$ cat src/rtl/core/dcmrk_pkg.sv
// ----------------------------------------------------------------------------
// dcmrk_pkg
// types, constants and helpers of the dc motor rk4 plant
// ----------------------------------------------------------------------------
package dcmrk_pkg;

    localparam int DT_SHIFT   = 20;
    localparam int CFG_W      = 32;
    localparam int CFG_IDX_W  = 3;
    localparam int DUTY_W     = 14;
    localparam int ACC_W      = 62;
    localparam int DIV_W      = 56;
    localparam int DIV_DIGIT  = 8;
    localparam int DIV_STEPS  = DIV_W / DIV_DIGIT;
    localparam int DIV_CNT_W  = $clog2(DIV_STEPS);
    localparam int LAST_STAGE = 3;
    localparam int FULL_STAGE = 2;
    localparam logic signed [15:0] DUTY_MAX = 16'sd4096;

    typedef enum logic [CFG_IDX_W-1:0] {
        CFG_BUS_VOLTAGE = 3'd0,
        CFG_RESISTANCE  = 3'd1,
        CFG_INV_L       = 3'd2,
        CFG_KE          = 3'd3,
        CFG_KT          = 3'd4,
        CFG_DAMPING     = 3'd5,
        CFG_LOAD        = 3'd6,
        CFG_INV_J       = 3'd7
    } t_cfg_idx;

    typedef enum logic [2:0] {
        ST_DRIVE = 3'd0,
        ST_RES   = 3'd1,
        ST_EMF   = 3'd2,
        ST_TRQ   = 3'd3,
        ST_DAMP  = 3'd4,
        ST_DI    = 3'd5,
        ST_DW    = 3'd6,
        ST_DRAIN = 3'd7
    } t_step;

    typedef enum logic [1:0] {
        DV_CUR = 2'd0,
        DV_SPD = 2'd1,
        DV_ANG = 2'd2
    } t_div_sel;

    typedef enum logic [2:0] {
        S_IDLE,
        S_SLOPE,
        S_DSTART,
        S_DWAIT,
        S_DONE
    } t_state;

    typedef struct packed {
        logic     load;
        logic     slope;
        t_step    step;
        logic [1:0] stage;
        logic     div_start;
        logic     div_store;
        t_div_sel div_sel;
        logic     commit;
    } t_dp_cmd;

    typedef struct packed {
        logic div_done;
        logic out_free;
    } t_dp_stat;

    function automatic logic signed [31:0] sat32(input logic signed [63:0] x);
        logic signed [31:0] r;
        if (x > 64'sh000000007FFFFFFF) begin
            r = 32'sh7FFFFFFF;
        end else if (x < -64'sh0000000080000000) begin
            r = -32'sh80000000;
        end else begin
            r = x[31:0];
        end
        return r;
    endfunction

    function automatic logic signed [DUTY_W-1:0] limit_duty(input logic signed [15:0] d);
        logic signed [15:0] r;
        if (d > DUTY_MAX) begin
            r = DUTY_MAX;
        end else if (d < -DUTY_MAX) begin
            r = -DUTY_MAX;
        end else begin
            r = d;
        end
        return r[DUTY_W-1:0];
    endfunction

endpackage

$ cat src/rtl/core/dcmrk_ctrl.sv
// ----------------------------------------------------------------------------
// dcmrk_ctrl
// sequencer for the four slope stages, the divisions and the commit
// ----------------------------------------------------------------------------
module dcmrk_ctrl import dcmrk_pkg::*; (
    input  logic     i_clk,
    input  logic     i_rst_n,
    input  logic     i_in_valid,
    output logic     o_in_ready,
    input  t_dp_stat i_stat,
    output t_dp_cmd  o_cmd
);

    t_state     r_state, n_state;
    t_step      r_step, n_step;
    logic [1:0] r_stage, n_stage;
    t_div_sel   r_dsel, n_dsel;

    always_ff @(posedge i_clk) begin
        if (!i_rst_n) begin
            r_state <= S_IDLE;
            r_step  <= ST_DRIVE;
            r_stage <= '0;
            r_dsel  <= DV_CUR;
        end else begin
            r_state <= n_state;
            r_step  <= n_step;
            r_stage <= n_stage;
            r_dsel  <= n_dsel;
        end
    end

    always_comb begin
        n_state    = r_state;
        n_step     = r_step;
        n_stage    = r_stage;
        n_dsel     = r_dsel;
        o_in_ready = 1'b0;
        o_cmd      = '0;
        o_cmd.step    = r_step;
        o_cmd.stage   = r_stage;
        o_cmd.div_sel = r_dsel;
        case (r_state)
            S_IDLE: begin
                o_in_ready = 1'b1;
                if (i_in_valid) begin
                    o_cmd.load = 1'b1;
                    n_step     = ST_DRIVE;
                    n_stage    = '0;
                    n_state    = S_SLOPE;
                end
            end
            S_SLOPE: begin
                o_cmd.slope = 1'b1;
                n_step      = t_step'(r_step + 3'd1);
                if (r_step == ST_DRAIN) begin
                    n_stage = r_stage + 2'd1;
                    if (r_stage == 2'(LAST_STAGE)) begin
                        n_dsel  = DV_CUR;
                        n_state = S_DSTART;
                    end
                end
            end
            S_DSTART: begin
                o_cmd.div_start = 1'b1;
                n_state         = S_DWAIT;
            end
            S_DWAIT: begin
                if (i_stat.div_done) begin
                    o_cmd.div_store = 1'b1;
                    case (r_dsel)
                        DV_CUR:  begin n_dsel = DV_SPD; n_state = S_DSTART; end
                        DV_SPD:  begin n_dsel = DV_ANG; n_state = S_DSTART; end
                        default: n_state = S_DONE;
                    endcase
                end
            end
            S_DONE: begin
                if (i_stat.out_free) begin
                    o_cmd.commit = 1'b1;
                    n_state      = S_IDLE;
                end
            end
            default: n_state = S_IDLE;
        endcase
    end

endmodule

$ cat config.mk
export PLATFORM = sky130hd
export DESIGN_NAME = dcmrk_ctrl
export DESIGN_NICKNAME = d
export VERILOG_FILES = /design/src/rtl/core/dcmrk_pkg.sv /design/src/rtl/core/dcmrk_ctrl.sv
export SDC_FILE = /design/constraint.sdc
export NUM_CORES = 1
export LEC_CHECK = 0
export ABC_AREA = 1
export BUFFER_PORTS_ARGS = -buffer_cell sky130_fd_sc_hd__clkbuf_2
export CORE_MARGIN = 3
export CORE_UTILIZATION = 49
export CTS_CLUSTER_SIZE = 12
export DETAILED_ROUTE_END_ITERATION = 10
export GPL_ROUTABILITY_DRIVEN = 0
export PLACE_DENSITY = 0.73
export SLEW_MARGIN = 20
export SYNTH_ARGS = -nofsm -noshare
export SYNTH_HDL_FRONTEND = slang
export SYNTH_SLANG_ARGS = --single-unit
$ cat constraint.sdc
create_clock -name i_clk -period 1.4 [get_ports i_clk]
set_input_delay 0.14 -clock i_clk [delete_from_list [all_inputs] [get_ports i_clk]]
set_output_delay 0.14 -clock i_clk [all_outputs]
set_load 0.02 [all_outputs]
==> impl_metrics.env, run 1 <==
export IMPL_rsz0062_at_grt="yes"
export IMPL_n_antenna_cell=0
export IMPL_critPathCaptureType="primary output"
export IMPL_worst_ep_required_time_ns=1.26
export IMPL_die_x_um=42.8
export IMPL_p_leak_nw=0.421
export IMPL_yosys_warnings=0
export IMPL_die_y_um=42.8
export IMPL_hold_buffers=0
export IMPL_dieArea_sq_mm=0.00183
export IMPL_drv_cap=0
export IMPL_hold_viol_final=0
export IMPL_synth_cells=98
export IMPL_yosys_top_cells_area="dfxtp_1 30%, nand2_1 14%, inv_1 7.9%"
export IMPL_rows=12
export IMPL_fillers=114
export IMPL_synth_nets=106
export IMPL_cellPowerDensity_mw_per_mm2=2250
export IMPL_cts_num_sinks=10
export IMPL_maxSlewViolCount=0
export IMPL_grt_pass1_vias=610
export IMPL_area_growth_pct=21.3
export IMPL_setup_viol=0
export IMPL_hold_depth=3
export IMPL_max_slew_margin_rel_pct=83.5
export IMPL_drc=0
export IMPL_synth_area_leader_cell="dfxtp_1"
export IMPL_post_dp_hpwl_mm=1.11
export IMPL_grt_overflow=0
export IMPL_cp_start_kind="flip-flop"
export IMPL_reg2regPathDepth=8
export IMPL_fmax_mhz=729
export IMPL_cts_path_max_buffers=2
export IMPL_grt_usage_pct=18.1
export IMPL_dr_pass1_iters=4
export IMPL_cts_tree="yes"
export IMPL_fin_worst_skew_ns=0.00120
export IMPL_dp_slack_ns=0.0459
export IMPL_io_pins=18
export IMPL_multiInputGateArea_sq_um=382
export IMPL_synth_ff_latch_count=10
export IMPL_wl_per_cell_um=11.1
export IMPL_status="finished clean"
export IMPL_netlist_area_sq_um=663
export IMPL_ant_nets=0
export IMPL_register_area_sq_um=205
export IMPL_port_buffers=17
export IMPL_drive_gt1_share_pct=32.8
export IMPL_grt_max_degree=9
export IMPL_numCtsBuffers=3
export IMPL_synth_cell_types=20
export IMPL_seq_area_frac_synth_pct=30.2
export IMPL_wirelength_mm=1.48
export IMPL_cts_setup_buffers=0
export IMPL_critPathMaxFanout=8
export IMPL_tightest_slew_ns=0.245
export IMPL_clkLatencyLatePin_ns=0.27
export IMPL_fin_crit_sh_pct=97.9
export IMPL_clkTransAtPathRegs_ns=0.07
export IMPL_vias_per_cell=5.02
export IMPL_criticalPathCategory="flip-flop to primary output"
export IMPL_vias=667
export IMPL_start_util_pct=55.9
export IMPL_cts_htree_levels=1
export IMPL_cts_root_buf="clkbuf_4"
export IMPL_fin_nets=128
export IMPL_worstPathArrival_ns=1.23
export IMPL_netlist_area_leader_share_pct=30.2
export IMPL_grt_pass1_wl_mm=2.52
export IMPL_hp_class="primary input to flip-flop"
export IMPL_antenna_found_initial=0
export IMPL_core_area_sq_mm=0.00119
export IMPL_vdd_drop_max_mv=1.20
export IMPL_dr_first_iter_drc_count=7
export IMPL_synth_avg_cell_area_sq_um=6.77
export IMPL_power_total_mw=1.81
export IMPL_setup_slack_ns=0.0288
export IMPL_fin_crit_ns=1.37
[stage by stage]
| stage | utilization, % | TNS (ns) | instance area, sq um | hold WS [ns] | std cells |
|---|---|---|---|---|---|
| global placement | 63.9 | 0 | 758 | 0.429 | 129 |
| CTS | 67.2 | 0 | 797 | 0.143 | 133 |
| detailed placement | 63.9 | 0 | 758 | 0.436 | 129 |
| finish | 67.8 | 0 | 805 | 0.147 | 133 |
| floorplan | - | 0 | 663 | 0.261 | 98 |
| global route | 67.8 | -0.170 | 805 | 0.141 | 133 |
[cells in the mapped netlist, drive strengths merged]
cell type  instances
nor4               1
inv               15
o21ai              3
nand3             11
or2                2
buf                2
a21oi              9
nand2             26
nor2              15
dfxtp             10
clkinv             1
ha                 3
[repair_timing]
| action | CTS | global route |
|---|---|---|
| pin swaps | 0 | 3 |
| gates resized for setup | 2 | 5 |
| cloned | 0 | 0 |
| setup endpoints to repair | 3 | 10 |
[sequential cells by signal (all words and copies together), names as in the netlist]
signal,flops
r_dsel,2
r_step,3
r_stage,2
r_state,3
[critical path: stages (launching register included)]
cell	delay, ns
dfxtp_2	0.38
nor2_2	0.20
nand2_2	0.11
nor2_1	0.10
clkbuf_2	0.17
[final timing paths]
check                           startpoint  slack (ns)          to
worst max-delay path            r_state[0]        0.03   o_cmd[11]
worst min register to register   r_step[1]        0.47   r_step[1]
worst min-delay path               i_rst_n        0.15  r_state[2]
worst max register to register   r_step[0]        0.06  r_state[2]
[power by group]
group / switching [mW] / internal, mW
registers: 0.108 / 0.379
clock network: 0.104 / 0.158
logic: 0.670 / 0.387
total: 0.882 / 0.924
[cell usage in the layout, fill, tap and decap left out]
| master | n |
|---|---|
| a21oi_1 | 9 |
| buf_4 | 3 |
| clkbuf_2 | 16 |
| clkbuf_4 | 3 |
| clkbuf_8 | 1 |
| clkinv_2 | 1 |
| dfxtp_1 | 6 |
| dfxtp_2 | 4 |
| ha_1 | 3 |
| inv_1 | 14 |
| inv_2 | 1 |
| nand2_1 | 25 |
| nand2_2 | 1 |
| nand3_1 | 9 |
| nand3_2 | 1 |
| nand3_4 | 1 |
| nor2_1 | 10 |
| nor2_2 | 3 |
| nor2_4 | 2 |
| nor4_1 | 1 |
| o21ai_0 | 2 |
| o21ai_4 | 1 |
| or2_1 | 1 |
| or2_4 | 1 |
[area by class of cell]
cell class	instances	share of cell area, %
timing repair buffer	19	12.8
multi-input combinational	70	47.4
inverter	16	7.62
tap	14	2.18
sequential	10	25.5
clock buffer	4	4.51
[layer usage]
layer	share of wire [%]	global-route usage, %	wire [um]
met1	45	22.0	660
met2	48	28.7	710
met4	1.7	7.45	25
met3	5.4	6.36	80
met5	0	0	0
[cell families (layout without fill, tap and decap cells)]
| logic type | Yosys count | after routing | synth area share [%] |
|---|---|---|---|
| buf+inv | 18 | 39 | 12.6 |
| compound gates | 12 | 12 | 10.8 |
| simple gates | 55 | 55 | 40.8 |
| flops | 10 | 10 | 30.2 |
| fa+ha+maj | 3 | 3 | 5.66 |
Note: power is estimated with default switching activity, not from simulation.
==> inputs of run 2 (changes only) <==
==> constraint.sdc (replaced) <==
create_clock -name i_clk -period 1.4 [get_ports i_clk]
set_input_delay 0.14 -clock i_clk [delete_from_list [all_inputs] [get_ports i_clk]]
set_output_delay 0.14 -clock i_clk [all_outputs]
set_load 0.01 [all_outputs]
==> impl_metrics.env, run 2 (synthesis gave the netlist of run 1 again) <==
export IMPL_cp_start_kind="flip-flop"
export IMPL_hold_viol_final=0
export IMPL_worstPathArrival_ns=1.53
export IMPL_port_buffers=17
export IMPL_critPathMaxFanout=7
export IMPL_criticalPathCategory="flip-flop to flip-flop"
export IMPL_hp_class="primary input to flip-flop"
export IMPL_maxSlewViolCount=0
export IMPL_worst_ep_required_time_ns=1.57
export IMPL_hold_buffers=0
export IMPL_tns_ns=0
export IMPL_cp_slowest_cell="dfxtp_2"
export IMPL_fin_crit_ns=1.36
export IMPL_reg2regPathDepth=9
export IMPL_drc=0
export IMPL_fmax_mhz=733
export IMPL_area_growth_pct=29.6
export IMPL_core_area_sq_mm=0.00119
export IMPL_ant_nets=0
export IMPL_tightest_slew_ns=0.245
export IMPL_cellPowerDensity_mw_per_mm2=2130
export IMPL_rows=12
export IMPL_r2r_slack_ns=0.04
export IMPL_die_y_um=42.8
export IMPL_vias_per_cell=5.39
export IMPL_cts_tree="yes"
export IMPL_cts_htree_levels=1
export IMPL_p_leak_nw=0.429
export IMPL_wl_per_cell_um=13.2
export IMPL_cts_root_buf="clkbuf_4"
export IMPL_antenna_found_initial=0
export IMPL_grt_pass1_wl_mm=2.52
export IMPL_drv_cap=0
export IMPL_critPathCaptureType="flip-flop"
export IMPL_fin_nets=128
export IMPL_cts_path_max_buffers=2
export IMPL_cts_num_sinks=10
export IMPL_max_slew_margin_rel_pct=83.5
export IMPL_grt_usage_pct=18.1
export IMPL_final_common_cell="nand2_1"
export IMPL_final_cell_mix="24 x nand2_1, 17 x clkbuf_2, 14 x inv_1"
export IMPL_grt_overflow=0
export IMPL_worst_hold_path_endpoint="r_stage[0]"
export IMPL_wirelength_mm=1.75
export IMPL_cp_cell_sequence="ha_4, ha_4, nand2_2, inv_1, nor2_2, nor2_4, nand3_2, nand2_1, nor2_1"
export IMPL_setup_viol=0
export IMPL_start_util_pct=55.9
export IMPL_dr_first_iter_drc_count=12
export IMPL_r2r_end="r_state[2]"
export IMPL_crit_top_cell="ha_4"
export IMPL_status="finished clean"
export IMPL_dr_pass1_iters=4
export IMPL_clkTransAtPathRegs_ns=0.07
export IMPL_reg_top3="r_state (3), r_step (3)"
export IMPL_vias=717
export IMPL_grt_pass1_vias=610
export IMPL_fin_crit_sh_pct=97.5
export IMPL_drive_gt1_share_pct=40.3
export IMPL_n_antenna_cell=0
export IMPL_hold_depth=3
export IMPL_die_x_um=42.8
export IMPL_io_pins=18
export IMPL_cp_slowest_stage_delay_ns=0.36
export IMPL_grt_max_degree=9
export IMPL_power_total_mw=1.83
export IMPL_dieArea_sq_mm=0.00183
export IMPL_hp_start="i_rst_n"
export IMPL_numCtsBuffers=3
export IMPL_postLayoutCoreUtil_pct=72.5
export IMPL_fin_worst_skew_ns=0.00216
export IMPL_post_dp_hpwl_mm=1.11
export IMPL_clkLatencyLatePin_ns=0.27
export IMPL_vdd_drop_max_mv=1.16
export IMPL_reg2reg_from="r_step[0]"
export IMPL_rsz0062_at_grt="yes"
==> run 2: cell types whose count changed in the layout (fill, tap and decap cells not counted), sizes merged <==
cell and delta:
buf -1, clkbuf +1
==> run 2: final cells by class <==
cell class	count	area, sq um
Fill cell	105	327
Inverter	16	61.3
Sequential cell	10	206
Clock buffer	4	36.3
Timing Repair Buffer	19	100
Tap cell	14	17.5
Multi-Input combinational cell	70	438
==> run 2: routing by layer <==
metal | vias up | track usage [%] | routed length [um]
met4 | 0 | 7.45 | 48
li1 | 355 | - | -
met2 | 27 | 28.7 | 874
met1 | 325 | 22.0 | 698
met3 | 10 | 6.36 | 128
met5 | - | 0 | 0
==> run 2: where the power goes <==
part | internal (mW) | total, mW | switching [mW]
sequential | 0.382 | 0.508 | 0.126
clock | 0.158 | 0.265 | 0.106
combinational | 0.411 | 1.06 | 0.647
==> run 2: timing repair <==
item / CTS / global route
setup buffers: 0 / 0
resized for setup: 2 / 15
pin swaps: 0 / 3
endpoints found under the setup margin: 3 / 6
==> run 2: critical path, delay by kind of cell (launching register included) <==
family / cells / cell delay, ns
adder cells (fa/ha/maj): 2 / 0.28
buffers and inverters: 1 / 0.06
flip-flops: 1 / 0.36
AND/OR/NAND/NOR: 6 / 0.55
==> run 2: worst max path at each step <==
stage              start    endpoint  depth (start not counted)
2_1_floorplan  r_step[0]  r_state[2]                          8
3_3_place_gp   r_step[0]  r_state[2]                          8
3_5_place_dp   r_step[0]  r_state[2]                          8
4_1_cts        r_step[0]  r_state[2]                          8
5_1_grt        r_step[0]  r_state[2]                          9
6_report       r_step[0]  r_state[2]                          9
==> run 2: stage by stage <==
stage | instances | cell area [sq um] | worst slack (ns) | hold slack [ns]
3_3_place_gp | 129 | 758 | 0.0918 | 0.429
5_1_grt | 133 | 860 | -0.0227 | 0.164
3_5_place_dp | 129 | 758 | 0.0459 | 0.436
4_1_cts | 133 | 797 | 0.0278 | 0.143
2_1_floorplan | 98 | 663 | 0.0625 | 0.261
6_report | 133 | 860 | 0.0353 | 0.165
